--- config.mk ---
export PLATFORM = sky130hd
export DESIGN_NAME = base64_codec
export DESIGN_NICKNAME = d
export VERILOG_FILES = /design/src/hw/rtl/b64_pkg.sv /design/src/hw/rtl/b64_step.sv /design/src/hw/rtl/base64_codec.sv
export VERILOG_INCLUDE_DIRS = /design/src /design/src/hw/rtl
export SDC_FILE = /design/constraint.sdc
export NUM_CORES = 1
export LEC_CHECK = 0
export BUFFER_PORTS_ARGS = -buffer_cell sky130_fd_sc_hd__buf_2
export CAP_MARGIN = 20
export CORE_MARGIN = 1.5
export CORE_UTILIZATION = 40
export CTS_BUF_LIST = sky130_fd_sc_hd__clkbuf_4 sky130_fd_sc_hd__clkbuf_8 sky130_fd_sc_hd__clkbuf_16
export DETAILED_ROUTE_END_ITERATION = 8
export SETUP_SLACK_MARGIN = 0.15
export SLEW_MARGIN = 25
export SYNTH_ARGS = -nofsm -noshare
export SYNTH_HDL_FRONTEND = slang
export SYNTH_SLANG_ARGS = --single-unit
--- constraint.sdc ---
create_clock -name i_clk -period 6.7 [get_ports i_clk]
set_input_delay 1.34 -clock i_clk [delete_from_list [all_inputs] [get_ports i_clk]]
set_output_delay 1.34 -clock i_clk [all_outputs]
set_load 0.005 [all_outputs]
--- src/hw/rtl/base64_codec_defines.svh ---
// Assertion macros for the base64 codec RTL.
// No dependencies; included by files that carry assertions.
`ifndef BASE64_CODEC_DEFINES_SVH
`define BASE64_CODEC_DEFINES_SVH

`ifndef ASSERT_OFF

// ante true at an edge -> cons true at the same edge
`define B64_ASSERT_IMP(label, clk, rst_n, ante, cons) \
    label: assert property (@(posedge clk) disable iff (!(rst_n)) (ante) |-> (cons)) \
        else $error("base64_codec: assertion failed");

// ante true at an edge -> cons true at the next edge
`define B64_ASSERT_NXT(label, clk, rst_n, ante, cons) \
    label: assert property (@(posedge clk) disable iff (!(rst_n)) (ante) |=> (cons)) \
        else $error("base64_codec: assertion failed");

`else

`define B64_ASSERT_IMP(label, clk, rst_n, ante, cons)
`define B64_ASSERT_NXT(label, clk, rst_n, ante, cons)

`endif

`endif

--- src/hw/rtl/b64_pkg.sv ---
// Shared types, constants and alphabet functions for the base64 codec.
// No dependencies; used by b64_step and base64_codec.
`timescale 1ns / 1ps

package b64_pkg;

    localparam int COUNT_WIDTH = 20;
    localparam int JOB_DEPTH   = 5;   // most requests one input can produce
    localparam int JOB_CNT_W   = 3;

    localparam logic [7:0] PAD_CHAR = 8'h3D;

    localparam logic MODE_ENCODE = 1'b0;
    localparam logic MODE_DECODE = 1'b1;

    localparam logic KIND_DATA   = 1'b0;
    localparam logic KIND_STATUS = 1'b1;

    localparam logic [1:0] STATUS_OK       = 2'd0;
    localparam logic [1:0] STATUS_BAD_CHAR = 2'd1;
    localparam logic [1:0] STATUS_BAD_LEN  = 2'd2;

    typedef struct packed {
        logic [1:0]             group_pos;
        logic [5:0]             carry_bits;
        logic                   stopped;
        logic                   bad_char;
        logic [COUNT_WIDTH-1:0] emitted_count;
    } t_state;

    typedef struct packed {
        logic                   kind;
        logic [7:0]             out_byte;
        logic [1:0]             status;
        logic [COUNT_WIDTH-1:0] total;
        logic                   last_out;
    } t_res;

    typedef struct packed {
        logic       ok;
        logic [5:0] val;
    } t_sext;

    // sextet -> alphabet character
    function automatic logic [7:0] char_of(input logic [5:0] s);
        logic [7:0] c;
        if (s < 6'd26) begin
            c = 8'h41 + {2'b00, s};
        end else if (s < 6'd52) begin
            c = 8'h61 + {2'b00, s} - 8'd26;
        end else if (s < 6'd62) begin
            c = 8'h30 + {2'b00, s} - 8'd52;
        end else if (s == 6'd62) begin
            c = 8'h2B;
        end else begin
            c = 8'h2F;
        end
        return c;
    endfunction

    // character -> sextet; '=' maps to 63, unknown characters to 0 with ok low
    function automatic t_sext sextet_of(input logic [7:0] c);
        t_sext r;
        r.ok  = 1'b1;
        r.val = 6'd0;
        if (c >= 8'h41 && c <= 8'h5A) begin
            r.val = 6'(c - 8'h41);
        end else if (c >= 8'h61 && c <= 8'h7A) begin
            r.val = 6'(c - 8'h61 + 8'd26);
        end else if (c >= 8'h30 && c <= 8'h39) begin
            r.val = 6'(c - 8'h30 + 8'd52);
        end else if (c == 8'h2B) begin
            r.val = 6'd62;
        end else if (c == 8'h2F || c == PAD_CHAR) begin
            r.val = 6'd63;
        end else begin
            r.ok = 1'b0;
        end
        return r;
    endfunction

endpackage

--- src/hw/rtl/b64_step.sv ---
// Combinational step: one input element against the stream state gives the
// next state and the requests it produces. Depends on b64_pkg.
`timescale 1ns / 1ps

module b64_step (
    input  logic              i_mode,
    input  b64_pkg::t_state   i_state,
    input  logic [7:0]        i_in_byte,
    input  logic              i_last_in,
    output b64_pkg::t_state   o_state,
    output b64_pkg::t_res     o_res [b64_pkg::JOB_DEPTH],
    output logic [b64_pkg::JOB_CNT_W-1:0] o_cnt
);

    logic [7:0]                       data [b64_pkg::JOB_DEPTH];
    logic [b64_pkg::JOB_CNT_W-1:0]    nd;
    b64_pkg::t_state                  n_state;
    b64_pkg::t_sext                   sx;
    logic [1:0]                       pos;
    logic [1:0]                       epos;
    logic                             stop_n;
    logic                             bad_n;
    logic [b64_pkg::COUNT_WIDTH:0]    sum;
    logic [b64_pkg::COUNT_WIDTH-1:0]  cnt_sat;
    logic [1:0]                       status;

    always_comb begin
        n_state = i_state;
        for (int i = 0; i < b64_pkg::JOB_DEPTH; i++) begin
            data[i] = 8'h00;
        end
        nd     = '0;
        sx     = b64_pkg::sextet_of(i_in_byte);
        pos    = i_state.group_pos;
        epos   = (pos == 2'd3) ? 2'd0 : pos;
        stop_n = i_state.stopped;
        bad_n  = i_state.bad_char;

        if (i_mode == b64_pkg::MODE_ENCODE) begin
            case (epos)
                2'd0: begin
                    data[0]              = b64_pkg::char_of(i_in_byte[7:2]);
                    nd                   = 3'd1;
                    n_state.carry_bits   = {i_in_byte[1:0], 4'b0000};
                    n_state.group_pos    = 2'd1;
                end
                2'd1: begin
                    data[0]              = b64_pkg::char_of(i_state.carry_bits |
                                                            {2'b00, i_in_byte[7:4]});
                    nd                   = 3'd1;
                    n_state.carry_bits   = {i_in_byte[3:0], 2'b00};
                    n_state.group_pos    = 2'd2;
                end
                default: begin
                    data[0]              = b64_pkg::char_of(i_state.carry_bits |
                                                            {4'b0000, i_in_byte[7:6]});
                    data[1]              = b64_pkg::char_of(i_in_byte[5:0]);
                    nd                   = 3'd2;
                    n_state.carry_bits   = 6'd0;
                    n_state.group_pos    = 2'd0;
                end
            endcase
            if (i_last_in) begin
                // close the group with padding
                if (n_state.group_pos == 2'd1) begin
                    data[1] = b64_pkg::char_of(n_state.carry_bits);
                    data[2] = b64_pkg::PAD_CHAR;
                    data[3] = b64_pkg::PAD_CHAR;
                    nd      = 3'd4;
                end else if (n_state.group_pos == 2'd2) begin
                    data[1] = b64_pkg::char_of(n_state.carry_bits);
                    data[2] = b64_pkg::PAD_CHAR;
                    nd      = 3'd3;
                end
                n_state.group_pos = 2'd0;
            end
        end else begin
            bad_n  = i_state.bad_char | ~sx.ok;
            stop_n = i_state.stopped |
                     ((pos == 2'd2 || pos == 2'd3) && i_in_byte == b64_pkg::PAD_CHAR);
            case (pos)
                2'd0: begin
                    n_state.carry_bits = sx.val;
                end
                2'd1: begin
                    data[0]            = {i_state.carry_bits, sx.val[5:4]};
                    nd                 = stop_n ? 3'd0 : 3'd1;
                    n_state.carry_bits = {2'b00, sx.val[3:0]};
                end
                2'd2: begin
                    data[0]            = {i_state.carry_bits[3:0], sx.val[5:2]};
                    nd                 = stop_n ? 3'd0 : 3'd1;
                    n_state.carry_bits = {4'b0000, sx.val[1:0]};
                end
                default: begin
                    data[0]            = {i_state.carry_bits[1:0], sx.val};
                    nd                 = stop_n ? 3'd0 : 3'd1;
                    n_state.carry_bits = 6'd0;
                end
            endcase
            n_state.group_pos = pos + 2'd1;
        end
        n_state.stopped  = stop_n;
        n_state.bad_char = bad_n;

        // saturating data count
        sum = {1'b0, i_state.emitted_count} +
              {{(b64_pkg::COUNT_WIDTH - 2){1'b0}}, nd};
        cnt_sat = sum[b64_pkg::COUNT_WIDTH] ? '1 : sum[b64_pkg::COUNT_WIDTH-1:0];
        n_state.emitted_count = cnt_sat;

        if (i_mode == b64_pkg::MODE_DECODE && n_state.group_pos != 2'd0) begin
            status = b64_pkg::STATUS_BAD_LEN;
        end else if (bad_n) begin
            status = b64_pkg::STATUS_BAD_CHAR;
        end else begin
            status = b64_pkg::STATUS_OK;
        end

        for (int i = 0; i < b64_pkg::JOB_DEPTH; i++) begin
            if (b64_pkg::JOB_CNT_W'(i) < nd) begin
                o_res[i].kind     = b64_pkg::KIND_DATA;
                o_res[i].out_byte = data[i];
                o_res[i].status   = b64_pkg::STATUS_OK;
                o_res[i].total    = '0;
                o_res[i].last_out = 1'b0;
            end else begin
                o_res[i].kind     = b64_pkg::KIND_STATUS;
                o_res[i].out_byte = 8'h00;
                o_res[i].status   = status;
                o_res[i].total    = cnt_sat;
                o_res[i].last_out = 1'b1;
            end
        end

        o_cnt = nd + {2'b00, i_last_in};

        if (i_last_in) begin
            n_state = '0;
        end
        o_state = n_state;
    end

endmodule

--- src/hw/rtl/base64_codec.sv ---
// Top level of the streaming Base64 codec: mode register, stream state,
// request buffer and output register. Depends on b64_pkg, b64_step and
// base64_codec_defines.svh.
//
//  channel   | valid       | ready        | payload
//  ----------+-------------+--------------+---------------------------------------
//  cfg write | i_cfg_valid | o_cfg_ready  | i_cfg_mode
//  input     | i_valid     | o_ready      | i_in_byte, i_last_in
//  output    | o_valid     | i_ready      | o_kind, o_out_byte, o_status, o_total,
//            |             |              | o_last_out
//
// An accepted element is worked in the cycle of acceptance; its 0 to 5
// requests land in a small buffer and leave through the output register one
// per cycle while the output is not stalled: one or two requests per byte
// while encoding mid-stream (two on the byte that closes a group), at most
// one per character while decoding.
// Reset (synchronous, active low) clears mode to encode and the stream state.
// A stalled output holds the register; the buffer fills and o_ready drops
// until the buffer is down to its last request and that one moves.
`timescale 1ns / 1ps
`include "base64_codec_defines.svh"

module base64_codec (
    input  logic        i_clk,
    input  logic        i_rst_n,
    // configuration write
    input  logic        i_cfg_valid,
    output logic        o_cfg_ready,
    input  logic        i_cfg_mode,
    // input stream
    input  logic        i_valid,
    output logic        o_ready,
    input  logic [7:0]  i_in_byte,
    input  logic        i_last_in,
    // output stream
    output logic        o_valid,
    input  logic        i_ready,
    output logic        o_kind,
    output logic [7:0]  o_out_byte,
    output logic [1:0]  o_status,
    output logic [b64_pkg::COUNT_WIDTH-1:0] o_total,
    output logic        o_last_out
);

    logic                           r_mode;
    b64_pkg::t_state                r_state;
    b64_pkg::t_res                  r_job [b64_pkg::JOB_DEPTH];
    logic [b64_pkg::JOB_CNT_W-1:0]  r_cnt;
    b64_pkg::t_res                  r_out;
    logic                           r_out_valid;

    b64_pkg::t_state                n_state;
    b64_pkg::t_res                  w_res [b64_pkg::JOB_DEPTH];
    logic [b64_pkg::JOB_CNT_W-1:0]  w_cnt;
    logic                           w_load;
    logic                           w_accept;

    b64_step u_step (
        .i_mode    (r_mode),
        .i_state   (r_state),
        .i_in_byte (i_in_byte),
        .i_last_in (i_last_in),
        .o_state   (n_state),
        .o_res     (w_res),
        .o_cnt     (w_cnt)
    );

    // head of the buffer moves when the output register is free or draining
    assign w_load   = (r_cnt != '0) && (!r_out_valid || i_ready);
    // take a new element once the buffer empties in this cycle
    assign o_ready  = (r_cnt == '0) || (r_cnt == 3'd1 && w_load);
    assign w_accept = i_valid && o_ready;

    assign o_cfg_ready = 1'b1;

    always_ff @(posedge i_clk) begin
        if (!i_rst_n) begin
            r_mode <= b64_pkg::MODE_ENCODE;
        end else if (i_cfg_valid) begin
            r_mode <= i_cfg_mode;
        end
    end

    always_ff @(posedge i_clk) begin
        if (!i_rst_n) begin
            r_state <= '0;
        end else if (w_accept) begin
            r_state <= n_state;
        end
    end

    // request buffer: loaded whole, drained from the head by shifting
    always_ff @(posedge i_clk) begin
        if (!i_rst_n) begin
            r_cnt <= '0;
        end else if (w_accept) begin
            r_cnt <= w_cnt;
        end else if (w_load) begin
            r_cnt <= r_cnt - 3'd1;
        end
    end

    always_ff @(posedge i_clk) begin
        if (w_accept) begin
            r_job <= w_res;
        end else if (w_load) begin
            for (int i = 0; i < b64_pkg::JOB_DEPTH - 1; i++) begin
                r_job[i] <= r_job[i+1];
            end
        end
    end

    // output register
    always_ff @(posedge i_clk) begin
        if (!i_rst_n) begin
            r_out_valid <= 1'b0;
        end else if (w_load) begin
            r_out_valid <= 1'b1;
        end else if (i_ready) begin
            r_out_valid <= 1'b0;
        end
    end

    always_ff @(posedge i_clk) begin
        if (w_load) begin
            r_out <= r_job[0];
        end
    end

    assign o_valid    = r_out_valid;
    assign o_kind     = r_out.kind;
    assign o_out_byte = r_out.out_byte;
    assign o_status   = r_out.status;
    assign o_total    = r_out.total;
    assign o_last_out = r_out.last_out;

    // buffer never holds more than one element's worth of requests
    `B64_ASSERT_IMP(a_cnt_range, i_clk, i_rst_n, 1'b1, r_cnt <= 3'd5)
    // a closing element always leaves at least its status request behind
    `B64_ASSERT_NXT(a_last_queued, i_clk, i_rst_n, w_accept && i_last_in, r_cnt != '0)
    // the stream state starts over after a closing element
    `B64_ASSERT_NXT(a_last_clears, i_clk, i_rst_n, w_accept && i_last_in,
                    r_state.group_pos == 2'd0 && r_state.emitted_count == '0)
    // status requests, and only those, close the stream
    `B64_ASSERT_IMP(a_kind_last, i_clk, i_rst_n, o_valid, o_kind == o_last_out)

endmodule

# Yosys cells after proc, flatten, opt, wreduce, memory -nomap -nowiden
# Index checks and enable logic that the tools add are counted.
[totals] output_inout_bits=35 inputBits=15 regBits=227 elab_cells=210
[classes] bitwise_logic=5 reduce_logical=23 n_addsub=34 n_lt_le_gt_ge=26 n_mux=69 eq_ne=15
[ops] cell="two-way mux 128 bit" count=2
[ops] cell="two-way mux 32 bit" count=5
[ops] cell="two-way mux 8 bit" count=19
[ops] cell="adder 7 x 6 -> 8 bit, first input constant" count=10
[ops] cell="< comparator 6 bit, second input constant" count=10
[ops] cell="two-way mux 24 bit" count=2
[ops] cell="subtractor 8 x 5 -> 8 bit, second input constant" count=5
[ops] cell="subtractor 8 x 6 -> 8 bit, second input constant" count=5
[ops] cell="two-way mux 6 bit" count=6
[ops] cell="adder 6 x 6 -> 7 bit, first input constant" count=5
[ops] cell="two-way mux 3 bit" count=11
[ops] cell="two-way mux 16 bit" count=2
[ops] cell="case mux 8 bit (2 select lines)" count=2
[ops] cell="equality test 6 bit, second input constant" count=5
[ops] cell="< comparator 6 x 5 -> 1 bit, second input constant" count=5
[ops] cell="two-way mux 30 bit" count=1
[ops] cell="equality test 8 x 6 -> 1 bit, second input constant" count=3
[ops] cell="case mux 8 bit (3 select lines)" count=1
[ops] cell="adder 20 x 3 -> 21 bit" count=1
[ops] cell="two-way mux 20 bit" count=1
[ops] cell="case mux 6 bit (3 select lines)" count=1
[ops] cell=">= comparator 8 x 7 -> 1 bit, second input constant" count=2
[ops] cell="<= comparator 8 x 7 -> 1 bit, second input constant" count=2
[ops] cell="subtractor 6 bit, second input constant" count=2
[ops] cell="other kinds (29)" count=64

# Depth between registers and ports, before layout
[logic_depth] ltp_word=16 depth_mapped=15 ltp_nobuf=14

# Cells and area by module
# From an unflattened synthesis, not the netlist that was laid out.
[unflattened] hier_cells=1225 area_unflattened_um2=13222.7
[by_module_without_submodules] mod="base64_codec" n_inst=1 seq_area_each_um2=6466.2 area_each_um2=9036.2 cells_per_inst=509
[by_module_without_submodules] mod="b64_step" n_inst=1 seq_area_each_um2=0.0 area_each_um2=4186.5 cells_per_inst=716

# Worst setup path before layout
# OpenSTA, ideal clock, no wires.
[synth_timing] kind="input-to-reg" from="in i_ready" to="reg r_job[100] in the netlist's numbering (enable)" n_path_buf=0 setup_slack_ns=1.543 stages=3 setup_time_ns=0.422 t_arrival_ns=4.736 path_cell_list="inv_1 a21oi_1 or2_2"
[synth_via] elab_chain_cells=6
[synth_lines] element="from (decl)" line="base64_codec.sv:37" source="input logic i_ready,"
[synth_lines] element="logical OR 1 bit (*)" line="base64_codec.sv:69" source="assign w_load = (r_cnt != '0) && (!r_out_valid || i_ready);"
[synth_lines] element="logical AND 1 bit (*)" line="base64_codec.sv:69"
[synth_lines] element="named net w_load" line="base64_codec.sv:55" source="logic w_load;"
[synth_lines] element="logical AND 1 bit" line="base64_codec.sv:71" source="assign o_ready = (r_cnt == '0) || (r_cnt == 3'd1 && w_load);"
[synth_lines] element="logical OR 1 bit" line="base64_codec.sv:71"
[synth_lines] element="logical AND 1 bit" line="base64_codec.sv:72" source="assign w_accept = i_valid && o_ready;"
[synth_lines] element="nonzero test 2 bit (no source line) (*)"
[synth_lines] element="to (signal assigned)" line="base64_codec.sv:105" source="r_job <= w_res;"
[synth_lines] element="to (signal, indexed assignment)" line="base64_codec.sv:108" source="r_job[i] <= r_job[i+1];"
[synth_lines] element="to (decl)" line="base64_codec.sv:47" source="b64_pkg::t_res r_job [b64_pkg::JOB_DEPTH];"
# The timed path passes the listed nets; every way through them passes the cells marked *.
# A chain may end at the register's enable or synchronous reset.

# Worst setup path in the final report
[layout_timing] from="in i_in_byte[4]" to="reg r_job[144] in the netlist's numbering, data pin"
[layout_via] elab_chain_cells=10
[layout_lines] element="from (decl)" line="base64_codec.sv:33" source="input logic [7:0] i_in_byte,"
[layout_lines] element="equality test 8 x 6 -> 1 bit (*)" line="b64_step.sv:80" source="((pos == 2'd2 || pos == 2'd3) && i_in_byte == b64_pkg::PAD_CHAR);"
[layout_lines] element="logical AND 1 bit (*)" line="b64_step.sv:80"
[layout_lines] element="OR 1 bit (*)" line="b64_step.sv:79" source="stop_n = i_state.stopped |"
[layout_lines] element="two-way mux 1 bit (*)" line="b64_step.sv:87, b64_step.sv:92, b64_step.sv:97"
[layout_lines] element="two-way mux 3 bit (*)"
[layout_lines] element="two-way mux 3 bit (*)" line="b64_step.sv:39" source="if (i_mode == b64_pkg::MODE_ENCODE) begin"
[layout_lines] element="adder 20 x 3 -> 21 bit" line="b64_step.sv:107" source="sum = {1'b0, i_state.emitted_count} +"
[layout_lines] element="two-way mux 20 bit" line="b64_step.sv:109" source="cnt_sat = sum[b64_pkg::COUNT_WIDTH] ? '1 : sum[b64_pkg::COUNT_WIDTH-1:0];"
[layout_lines] element="two-way mux 32 bit (*)" line="b64_step.sv:121" source="if (b64_pkg::JOB_CNT_W'(i) < nd) begin"
[layout_lines] element="two-way mux 128 bit (*)" line="base64_codec.sv:104" source="if (w_accept) begin"
# Mark *: on every way between the ends. The rest lies on a longest branch, timed or not.

==> impl_metrics.py <==
metrics = {
    "outcome": {
        "status": "completed",
    },
    "synth": {
        "yosys-top-cells-count": "164 x edfxtp_1, 129 x nand2_1, 85 x o21ai_0",
        "yosys.area.top_type": "edfxtp_1",
        "synth.area.top_cells": "edfxtp_1 43%, dfxtp_1 6.2%, ha_1 5.9%",
        "seq_area_frac_synth_pct": 49.68,
        "synth_enable_flop_cells": 164,
        "ys_ff_latch": 199,
        "synth-main-ff-cell": "edfxtp_1",
        "ys.warnings.count": 0,
        "synthArstFlopShare_pct": 0,
        "post-synth-top-count-cell": "edfxtp_1",
        "netlist-cell-type-count": 90,
        "avgSynthCellArea_um2": 10.27,
        "synth_top_area_share_pct": 43.49,
        "syn_nets": 1172,
        "netlist_area_um2": 11320,
        "netlist_instances": 1103,
    },
    "worst_setup_path": {
        "worst_setup_path_start_kind": "input port",
        "worstSetupPathType": "input port to flop",
        "required_ns": 6.89,
        "endpoint_kind": "flop",
        "cp_data_arrival_time_ns": 5.43,
        "cp_max_fo": 28,
    },
    "floorplanning": {
        "die_x_um": 171.3,
        "io_pins": 50,
        "start_util_pct": 40.65,
        "die_h_um": 171.3,
        "rows": 61,
        "core_um2": 27860,
        "die_area_um2": 29330,
    },
    "timing": {
        "min_period_over_period_pct": 78.15,
        "drv_slew": 0,
        "setup_viol": 0,
        "clock_skew_ns": 0.01501,
        "fmax_mhz": 191.0,
        "tns_ns": 0,
        "hold_viol_final": 0,
        "grt_setup_unrepaired": "no",
        "slew_headroom_pct": 32.10,
        "holdWs_ns": 0.4205,
        "fin_ws_ns": 1.464,
        "finalCriticalPeriod_ns": 5.236,
        "worst_pin_slew_ns": 1.019,
    },
    "final_layout": {
        "nNetsFinal": 1182,
        "fillers": 2651,
        "drive_gt1_share_pct": 10.75,
        "postLayoutCellArea_um2": 12430,
        "diodes": 0,
        "area_growth_syn_to_layout_pct": 9.768,
    },
    "clocking": {
        "worst_skew_pair.late_latency_ns": 0.45,
        "numCtsBuffers": 17,
        "cts.hold.buffers_added": 0,
        "cts_buffer_depth": 2,
        "cts_sinks": 199,
        "cts.repair.resized": 0,
        "root_buffer": "clkbuf_16",
        "cts_tree": "built",
        "clk_pin_slew_ns": 0.07,
        "htreeDepth": 4,
        "postCtsSetupBuffers": 0,
    },
    "route": {
        "drtIter0Drc": 770,
        "avgRoutedWirePerCell_um": 18.96,
        "drc": 0,
        "avgViaCountPerCell": 5.761,
        "drt_wl_total_mm": 28.52,
        "ant_nets": 0,
        "drt_first_pass_iters": 5,
        "vias": 8664,
    },
    "global_routing": {
        "overflow": 0,
        "track_usage_pct": 20.23,
        "grt_pass1_wl_mm": 45.74,
        "grt_antenna_before_repair": 3,
        "grt_max_degree": 76,
        "grt_pass1_vias": 8028,
    },
    "placed_design": {
        "hpwl_mm": 19.36,
        "gp_congestion": 0.8934,
        "dp_slack_ns": 1.073,
        "portBuffers": 48,
        "place_area_um2": 11840,
    },
    "job": {
        "drv_cap": 0,
    },
    "power_and_ir_drop": {
        "p_total_w": 0.004821,
        "vdd_drop_max_uv": 164.3,
        "power.leakage_nw": 4.663,
        "p_per_area_nw_per_um2": 387.9,
    },
    "min_path": {
        "hold_class": "flop to flop",
    },
}
==> cells by family after synthesis <==
group | count (synthesis) | synth area share, %
xor+xnor | 46 | 3.558
compound gates | 349 | 21.70
buf+inv | 109 | 4.099
simple gates | 336 | 14.07
flops | 199 | 49.68
fa+ha+maj | 54 | 6.033
mux | 9 | 0.8287
other cells | 1 | 0.03312
==> per-stage QoR <==
step                std cells  utilization (%)
finish                   1504            44.62
global route             1504            44.62
CTS                      1504            44.62
detailed placement       1472            42.52
global placement         1472            42.52
floorplan                1103                -
==> final timing paths <==
path	start	endpoint	slack, ns	cells past startpoint
worst max register to register	r_state[28]	r_job[50]	2.34	14
worst min-delay path	r_job[142]	o_total[13]	0.42	0
worst max-delay path	i_in_byte[4]	r_job[144]	1.46	13
worst min register to register	r_job[142]	o_total[13]	0.42	0
==> cell usage in the layout, fill, tap and decap left out, drive strengths merged, types with 5 or more instances in the layout <==
master  instances
o21a            5
a22oi          14
a31oi          13
nand2         129
nand4           8
o211ai         13
a21o            8
a221oi         10
nand3          20
buf            61
a21oi          61
a32o            6
inv            46
or2             6
edfxtp        164
ha             53
nand2b         11
and2            8
mux2i           6
nor3           25
nor2           71
xnor2          35
o21ai          91
xor2           11
a22o           56
a211oi          7
nor2b          25
o31ai           6
clkbuf         17
and3           13
a21boi          6
dfxtp          35
==> registers in the layout, summed over array words and instances (netlist names) <==
name / flops
r_job: 133
r_state: 30
o_total: 20
o_out_byte: 8
r_cnt: 3
o_status: 2
o_kind: 1
o_valid: 1
r_mode: 1
==> metal layers <==
metal / part of all wire [%] / global-route usage [%]
met3: 5.5 / 3.543
met5: 0.046 / 0
met1: 48 / 29.78
met4: 2.2 / 7.246
met2: 44 / 29.66
==> worst max-delay path, cell delays in order <==
cell and delay, ns:
buf_2 0.33, ha_1 0.60, nand2_1 0.29, o31ai_2 0.43
a21oi_1 0.26, ha_1 0.27, fa_1 0.40, a21o_1 0.23
nand4_1 0.19, nor3_2 0.11, nand3_2 0.42, nand2_1 0.26
a22o_1 0.26
==> layout make-up <==
cell class / instances / area (um^2) / share of cell area (%)
flip-flops and latches: 199 / 5625 / 45.26
multi-input cells: 795 / 5261 / 42.33
well taps: 378 / 473.0 / 3.805
clock buffers: 17 / 425.4 / 3.423
repair buffers: 61 / 337.8 / 2.718
clock inverters: 15 / 160.2 / 1.289
inverters: 39 / 146.4 / 1.178
==> power by group <==
group / internal, W / switching (W) / leakage [nW]
registers: 0.00213 / 0.000166 / 1.94
logic: 0.000506 / 0.00100 / 2.44
clock network: 0.000528 / 0.000482 / 0.279
total: 0.00317 / 0.00165 / 4.66
No activity file was read; power rests on OpenSTA's default activity.
